## src/sv/fmrc_pkg.sv

```systemverilog
// ---------------------------------------------------------------------------
// fmrc_pkg
// Shared types and constants of the framed message ring with commit/rollback.
// ---------------------------------------------------------------------------
package fmrc_pkg;

	typedef enum logic [2:0] {
		CMD_START     = 3'd0,
		CMD_DATA      = 3'd1,
		CMD_COMMIT    = 3'd2,
		CMD_ROLLBACK  = 3'd3,
		CMD_CLEAR     = 3'd4,
		CMD_READ_REQ  = 3'd5,
		CMD_READ_BYTE = 3'd6
	} cmd_t;

	// Free bytes needed to reopen the endpoint: prefix plus one packet.
	localparam logic [15:0] ACCEPT_RESET = 16'd66;

	// Input item, last field in the lowest bits.
	typedef struct packed {
		logic [15:0] max_length;
		logic [7:0]  data_byte;
		logic [31:0] transfer_size;
		cmd_t        command;
	} in_item_t;

	// Result item without the last marker, last field in the lowest bits.
	typedef struct packed {
		logic [15:0] stored_bytes;
		logic        endpoint_open;
		logic [7:0]  read_data;
		logic [15:0] message_length;
		logic        accepted;
	} out_item_t;

	localparam int IN_ITEM_W  = $bits(in_item_t);
	localparam int OUT_ITEM_W = $bits(out_item_t);
	localparam int OUT_DATA_W = 48;

	// Controller to datapath commands.
	typedef struct packed {
		logic accept;
		logic exec;
		logic wr2;
		logic peek_a;
		logic peek_b;
		logic load;
	} dp_ctrl_t;

endpackage

```

## src/sv/fmrc_ctrl.sv

```systemverilog
// ---------------------------------------------------------------------------
// fmrc_ctrl
// Sequencer: execute, second write, prefix reads, result load; out handshake.
// ---------------------------------------------------------------------------
module fmrc_ctrl (
	input  logic               clk,
	input  logic               arst_n,
	input  logic               in_valid,
	output logic               in_ready,
	output logic               out_valid,
	input  logic               out_ready,
	output fmrc_pkg::dp_ctrl_t ctrl
);
	import fmrc_pkg::*;

	typedef enum logic [5:0] {
		S_IDLE   = 6'b000001,
		S_EXEC   = 6'b000010,
		S_WR2    = 6'b000100,
		S_PEEK_A = 6'b001000,
		S_PEEK_B = 6'b010000,
		S_FINISH = 6'b100000
	} state_t;

	state_t state_q;
	state_t state_d;
	logic   out_valid_q;
	logic   load;

	assign in_ready  = (state_q == S_IDLE);
	assign out_valid = out_valid_q;
	assign load      = (state_q == S_FINISH) && (!out_valid_q || out_ready);

	assign ctrl.accept = in_valid && in_ready;
	assign ctrl.exec   = (state_q == S_EXEC);
	assign ctrl.wr2    = (state_q == S_WR2);
	assign ctrl.peek_a = (state_q == S_PEEK_A);
	assign ctrl.peek_b = (state_q == S_PEEK_B);
	assign ctrl.load   = load;

	always_comb begin
		state_d = state_q;
		case (state_q)
			S_IDLE:   if (in_valid) state_d = S_EXEC;
			S_EXEC:   state_d = S_WR2;
			S_WR2:    state_d = S_PEEK_A;
			S_PEEK_A: state_d = S_PEEK_B;
			S_PEEK_B: state_d = S_FINISH;
			S_FINISH: if (load) state_d = S_IDLE;
			default:  state_d = S_IDLE;
		endcase
	end

	always_ff @(posedge clk or negedge arst_n) begin
		if (!arst_n) begin
			state_q     <= S_IDLE;
			out_valid_q <= 1'b0;
		end else begin
			state_q <= state_d;
			if (load) begin
				out_valid_q <= 1'b1;
			end else if (out_ready) begin
				out_valid_q <= 1'b0;
			end
		end
	end

	a_rise_after_finish: assert property (@(posedge clk) disable iff (!arst_n)
		$rose(out_valid_q) |-> $past(state_q == S_FINISH))
		else $error("result valid rose without a load");

	a_accept_to_exec: assert property (@(posedge clk) disable iff (!arst_n)
		ctrl.accept |=> state_q == S_EXEC)
		else $error("accepted item not executed");

	a_stall_holds: assert property (@(posedge clk) disable iff (!arst_n)
		(state_q == S_FINISH) && out_valid_q && !out_ready |=> state_q == S_FINISH)
		else $error("result loaded over a waiting one");

endmodule

```

## config.mk

```make
export PLATFORM = sky130hd
export DESIGN_NAME = fmrc_ctrl
export DESIGN_NICKNAME = d
export VERILOG_FILES = /design/src/sv/fmrc_pkg.sv /design/src/sv/fmrc_ctrl.sv
export SDC_FILE = /design/constraint.sdc
export NUM_CORES = 1
export LEC_CHECK = 0
export BUFFER_PORTS_ARGS = -buffer_cell sky130_fd_sc_hd__clkbuf_2
export CORE_AREA = 2 2 39 41
export CTS_CLUSTER_DIAMETER = 100
export DETAILED_ROUTE_END_ITERATION = 6
export DIE_AREA = 0 0 41 43
export PLACE_DENSITY = 0.49
export SETUP_SLACK_MARGIN = 0.1
export SYNTH_ARGS = -nofsm -noshare
export SYNTH_HDL_FRONTEND = slang
export SYNTH_SLANG_ARGS = --single-unit
```

## constraint.sdc

```tcl
create_clock -name clk -period 3.2 [get_ports clk]
set_input_delay 0.16 -clock clk [delete_from_list [all_inputs] [get_ports clk]]
set_output_delay 0.16 -clock clk [all_outputs]
set_load 0.01 [all_outputs]
```

==> flow_summary.yaml, run 1 <==
run_status:
  status: "finished clean"
yosys:
  yosysTopAreaCell: "dfrtp_1"
  synth_cells: 40
  synth_top_family_by_area: "simple AND/OR/NAND/NOR gates"
  yosys-mux-area-fraction: 0
  syn_area_um2: 400
  ys_seq_area_frac: 0.441
  yosys_warnings: 0
  syn_nets: 44
  synth_top_area_share: 0.375
  synthAdderAreaFrac: 0
  synth-xor-area-share: 0.0219
  syn_area_per_cell_um2: 10.0
  synth_seq_cells: 7
  yosys.area_share.simple: 0.338
  synth_compound_area_frac: 0.106
  ys_types: 22
  synth_area_leaders: "dfrtp_1 38%, nor3b_1 7.5%, dfstp_2 6.6%"
clock_network:
  clock_sinks: 7
  htree_levels: 1
  clockRootBuffer: "clkbuf_4"
  clkSlewWorstSetupHoldPaths_ns: 0.05
  tritoncts: "yes"
  cts_made_buffers: 3
  cts_resized: 0
  clkLatencyLatePin_ns: 0.25
  clock_path_buffers: 2
placement:
  place.gp.congestion: 0.778
  numPlacedInstances: 64
  pre_cts_ws_ns: 1.46
  dp_hpwl_um: 525
  post_dp_cell_area_um2: 449
  io_buffer_count: 11
global_routing:
  grt_pass1_wl_mm: 1.08
  use_met1: 0.116
  antenna_found_initial: 0
  grtUsageTotal: 0.101
  use_met2: 0.128
  busiest_layer: "met2"
  grt_pass1_vias: 265
  gr-total-overflow: 0
  grt_use_met3: 0.0314
  grt_max_degree: 9
timing:
  hold_violations: 0
  finalSetupViolCount: 0
  period_needed_ns: 2.01
  skew_ns: 0.00172
  relSlewSlack: 0.709
  tightestPinTransition_ns: 0.431
  rsz0062_at_grt: "no"
  timing.final.ws_setup_ns: 1.19
  max_freq_ghz: 0.496
  holdWs_ns: 0.108
  fin_crit_sh: 0.630
  finalMaxSlewViolations: 0
  fin_setup_tns_ns: 0
final_layout:
  nNetsFinal: 58
  instances_no_fill: 69
  finalCoreUtilization: 0.351
  final_area_um2: 485
  diodes: 0
  area_growth_pct: 21.3
  regArea_um2: 176
  drive_gt1_frac: 0.340
  multiInputGateArea_um2: 186
  fillers: 139
power:
  power.leakage_nw: 0.231
  p_total_mw: 0.354
  power_density_nw_per_um2: 728
  peakVddDrop_v: 0.000270
detailed_routing:
  first_pass_iters: 3
  drc: 0
  routedWlPerCell_um: 10.2
  vias: 321
  wirelength_um: 702
  postRouteAntennaNets: 0
  drt_iter0_drc: 5
  via_per_inst: 4.65
critical_path:
  setup.worst_path.start_class: "register"
  end_kind: "output port"
  cp_data_arrival_time_ns: 1.85
  crit_type: "reg2out"
  worst_ep_required_time_ns: 3.04
  crit_path_max_fanout: 8
floorplan:
  dieArea_um2: 1760
  io_pins: 12
  die_y_um: 43
  coreArea_um2: 1380
  initial_utilization: 0.289
  rows: 14
  die_x_um: 41
min_path:
  min_path_type: "in2reg"
flow_run:
  drv_cap: 0
## layout make-up
type,count,area share
Clock buffer,4,0.0541
Inverter,3,0.0232
Multi-Input combinational cell,27,0.384
Sequential cell,7,0.363
Tap cell,16,0.0412
Timing Repair Buffer,12,0.134
## flip-flops by register name, summed over array words and instances, names as in the netlist
register	count
state_q	6
out_valid	1
## final timing paths
path,from,endpoint,slack (ns),cells after the start
setup / recovery,state_q[2],ctrl[0],1.19,4
hold / removal,out_ready,out_valid,0.11,2
setup reg to reg,state_q[2],out_valid,1.68,3
hold reg to reg,out_valid,out_valid,0.56,2
max in group asynchronous,arst_n,state_q[0],2.69,2
min in group asynchronous,arst_n,state_q[3],0.27,2
## cells in the final DEF, fill, tap and decap left out, drive strengths merged, types with 3 or more instances in the layout
cell type  netlist  routed
clkbuf           0      15
dfrtp            6       6
nor2             4       4
nor3b            4       4
and2             4       4
inv              3       3
a21oi            3       3
## cells in the mapped netlist
| cell type | count |
|---|---|
| inv_1 | 3 |
| nand2_1 | 1 |
| nor3b_1 | 4 |
| a221o_1 | 1 |
| a21oi_2 | 1 |
| or3b_4 | 1 |
| nor4b_1 | 1 |
| or4bb_1 | 1 |
| dfrtp_1 | 6 |
| a311oi_1 | 1 |
| and3_1 | 1 |
| xor2_1 | 1 |
| nor2b_1 | 1 |
| buf_6 | 1 |
| buf_4 | 2 |
| nand2b_1 | 1 |
| and2_1 | 4 |
| dfstp_2 | 1 |
| nor2_1 | 4 |
| a21oi_1 | 2 |
| or4_4 | 1 |
| o21ai_1 | 1 |
## timing repair
item,CTS,global route
hold endpoints to repair,7,0
hold buffers,1,0
setup endpoints to repair,0,0
setup buffers,0,0
## critical path, stage by stage (launching register included)
cell and delay, ns:
dfrtp_1 0.45, or4_4 0.52, or3b_4 0.39, a21oi_2 0.10
clkbuf_2 0.13
## kinds of logic (layout without fill, tap and decap cells)
family	after synthesis	count (layout)
flip-flops	7	7
AO/OA/AOI/OAI	6	6
buffers and inverters	6	19
AND/OR/NAND/NOR	20	20
XOR/XNOR	1	1
## per-layer routing
| layer | part of all wire | vias to the layer above |
|---|---|---|
| met1 | 0.52 | 140 |
| met3 | 0.075 | 4 |
| met5 | 0 | - |
| met4 | 0.054 | 0 |
| met2 | 0.35 | 12 |
| li1 | - | 165 |
## where the power goes
part	switching [mW]	internal [mW]	leakage, nW
Sequential	0.0224	0.111	0.0930
Clock	0.0341	0.0477	0.0150
Combinational	0.0675	0.0708	0.123
Power figures use the tool's default switching activity.
==> run 2, diff against run 1 <==
--- a/config.mk
+++ b/config.mk
@@ -10,7 +10,7 @@
 export CTS_CLUSTER_DIAMETER = 100
 export DETAILED_ROUTE_END_ITERATION = 6
 export DIE_AREA = 0 0 41 43
-export PLACE_DENSITY = 0.49
+export PLACE_DENSITY = 0.51
 export SETUP_SLACK_MARGIN = 0.1
 export SYNTH_ARGS = -nofsm -noshare
 export SYNTH_HDL_FRONTEND = slang
==> constraint.sdc (replaced) <==
create_clock -name clk -period 1.71 [get_ports clk]
set_input_delay 0.0855 -clock clk [delete_from_list [all_inputs] [get_ports clk]]
set_output_delay 0.0855 -clock clk [all_outputs]
set_load 0.01 [all_outputs]
==> flow_summary.yaml, run 2 (same netlist as run 1, synthesis figures left out) <==
final_layout:
  nNetsFinal: 62
  drive_gt1_frac: 0.456
  diodes: 0
  area_growth_pct: 31.9
  final_common_cell: "clkbuf_2"
  most-common-layout-cells: "9 x clkbuf_2, 6 x dfrtp_1, 4 x nor3b_1, 4 x and2_1, 4 x buf_4"
  regMostFlops: "state_q"
  finalCoreUtilization: 0.382
  largest_reg_flops: 6
floorplan:
  io_pins: 12
  dieArea_um2: 1760
  rows: 14
  die_y_um: 43
  coreArea_um2: 1380
  die_x_um: 41
  initial_utilization: 0.289
clock_network:
  clockRootBuffer: "clkbuf_4"
  cts_made_buffers: 3
  tritoncts: "yes"
  clock_sinks: 7
  clkLatencyLatePin_ns: 0.26
  clkSlewWorstSetupHoldPaths_ns: 0.06
  htree_levels: 1
  clock_path_buffers: 2
detailed_routing:
  wl_met1_um: 358
  wl_met3_um: 51
  routedWlPerCell_um: 10.9
  postRouteAntennaNets: 0
  via_per_inst: 4.63
  wirelength_um: 795
  wl_met2_um: 374
  vias: 338
  routed.top_layer: "met4"
  drc: 0
  drt_iter0_drc: 3
  first_pass_iters: 2
power:
  p_total_mw: 0.732
  peakVddDrop_v: 0.000549
  power.leakage_nw: 0.259
  power_density_nw_per_um2: 1390
timing:
  timing.final.ws_setup_ns: -0.170
  skew_ns: 0.0109
  holdWs_ns: 0.0264
  max_freq_ghz: 0.532
  finalMaxSlewViolations: 0
  tightestPinTransition_ns: 0.329
  hold_violations: 0
  rsz0062_at_grt: "yes"
  relSlewSlack: 0.780
  period_needed_ns: 1.88
  fin_setup_tns_ns: -0.170
  finalSetupViolCount: 1
  fin_crit_sh: 1.10
run_status:
  status: "finished with violations"
  violations: "setup timing"
critical_path:
  end_kind: "output port"
  crit_type: "reg2out"
  setup.worst_path.start_class: "register"
  crit_path_max_fanout: 2
  cp_data_arrival_time_ns: 1.79
  worst_ep_required_time_ns: 1.62
global_routing:
  gr-total-overflow: 0
  grt_max_degree: 8
  grt_pass1_wl_mm: 1.24
  grt_pass1_vias: 298
  antenna_found_initial: 0
  grtUsageTotal: 0.107
flow_run:
  drv_cap: 0
min_path:
  min_path_type: "in2reg"
placement:
  place.gp.congestion: 0.678
  dp_hpwl_um: 609
  io_buffer_count: 11
run 2: final cells by class:
type | count | area, µm²
Fill cell | 152 | 856
Inverter | 3 | 11.3
Sequential cell | 7 | 176
Clock inverter | 1 | 5.00
Tap cell | 16 | 20.0
Clock buffer | 3 | 22.5
Timing Repair Buffer | 16 | 95.1
Multi-Input combinational cell | 27 | 198
run 2: per-stage QoR:
step                worst slack, ns  std cells  cell area, µm²
finish                       -0.170         73             528
global route                 -0.221         73             528
CTS                          -0.201         72             515
detailed placement           0.0616         66             464
global placement             0.0748         66             464
floorplan                    0.0690         40             400
run 2: layer usage:
| layer | vias up | GRT usage |
|---|---|---|
| li1 | 172 | - |
| met1 | 156 | 0.135 |
| met2 | 8 | 0.147 |
| met3 | 2 | 0.0628 |
| met4 | 0 | 0.0400 |
| met5 | - | 0 |
run 2: where the power goes:
part           switching, mW  leakage (nW)  internal [mW]
Combinational          0.161         0.148          0.178
Sequential            0.0279        0.0930          0.208
Clock                 0.0701        0.0177         0.0860
Total                  0.259         0.259          0.472
run 2: path summary, 6_finish.rpt:
path	from	slack [ns]	end	depth (start not counted)
min in group asynchronous	arst_n	0.19	state_q[4]	2
min	out_ready	0.03	out_valid	2
min reg2reg	out_valid	0.57	out_valid	2
max reg2reg	state_q[3]	0.25	out_valid	3
max in group asynchronous	arst_n	1.27	state_q[0]	2
max	state_q[3]	-0.17	ctrl[0]	4
run 2: critical path: stages, from the launching register on:
cell	delay, ns
dfrtp_1	0.38
or4_4	0.53
or3b_4	0.39
a21oi_2	0.10
buf_2	0.13
run 2: timing repair:
action	4_1_cts	5_1_grt
hold endpoints to repair	7	0
pin swaps	0	1
hold buffers	1	0
endpoints found under the setup margin	2	2
setup buffers	1	1
gates resized for setup	1	4
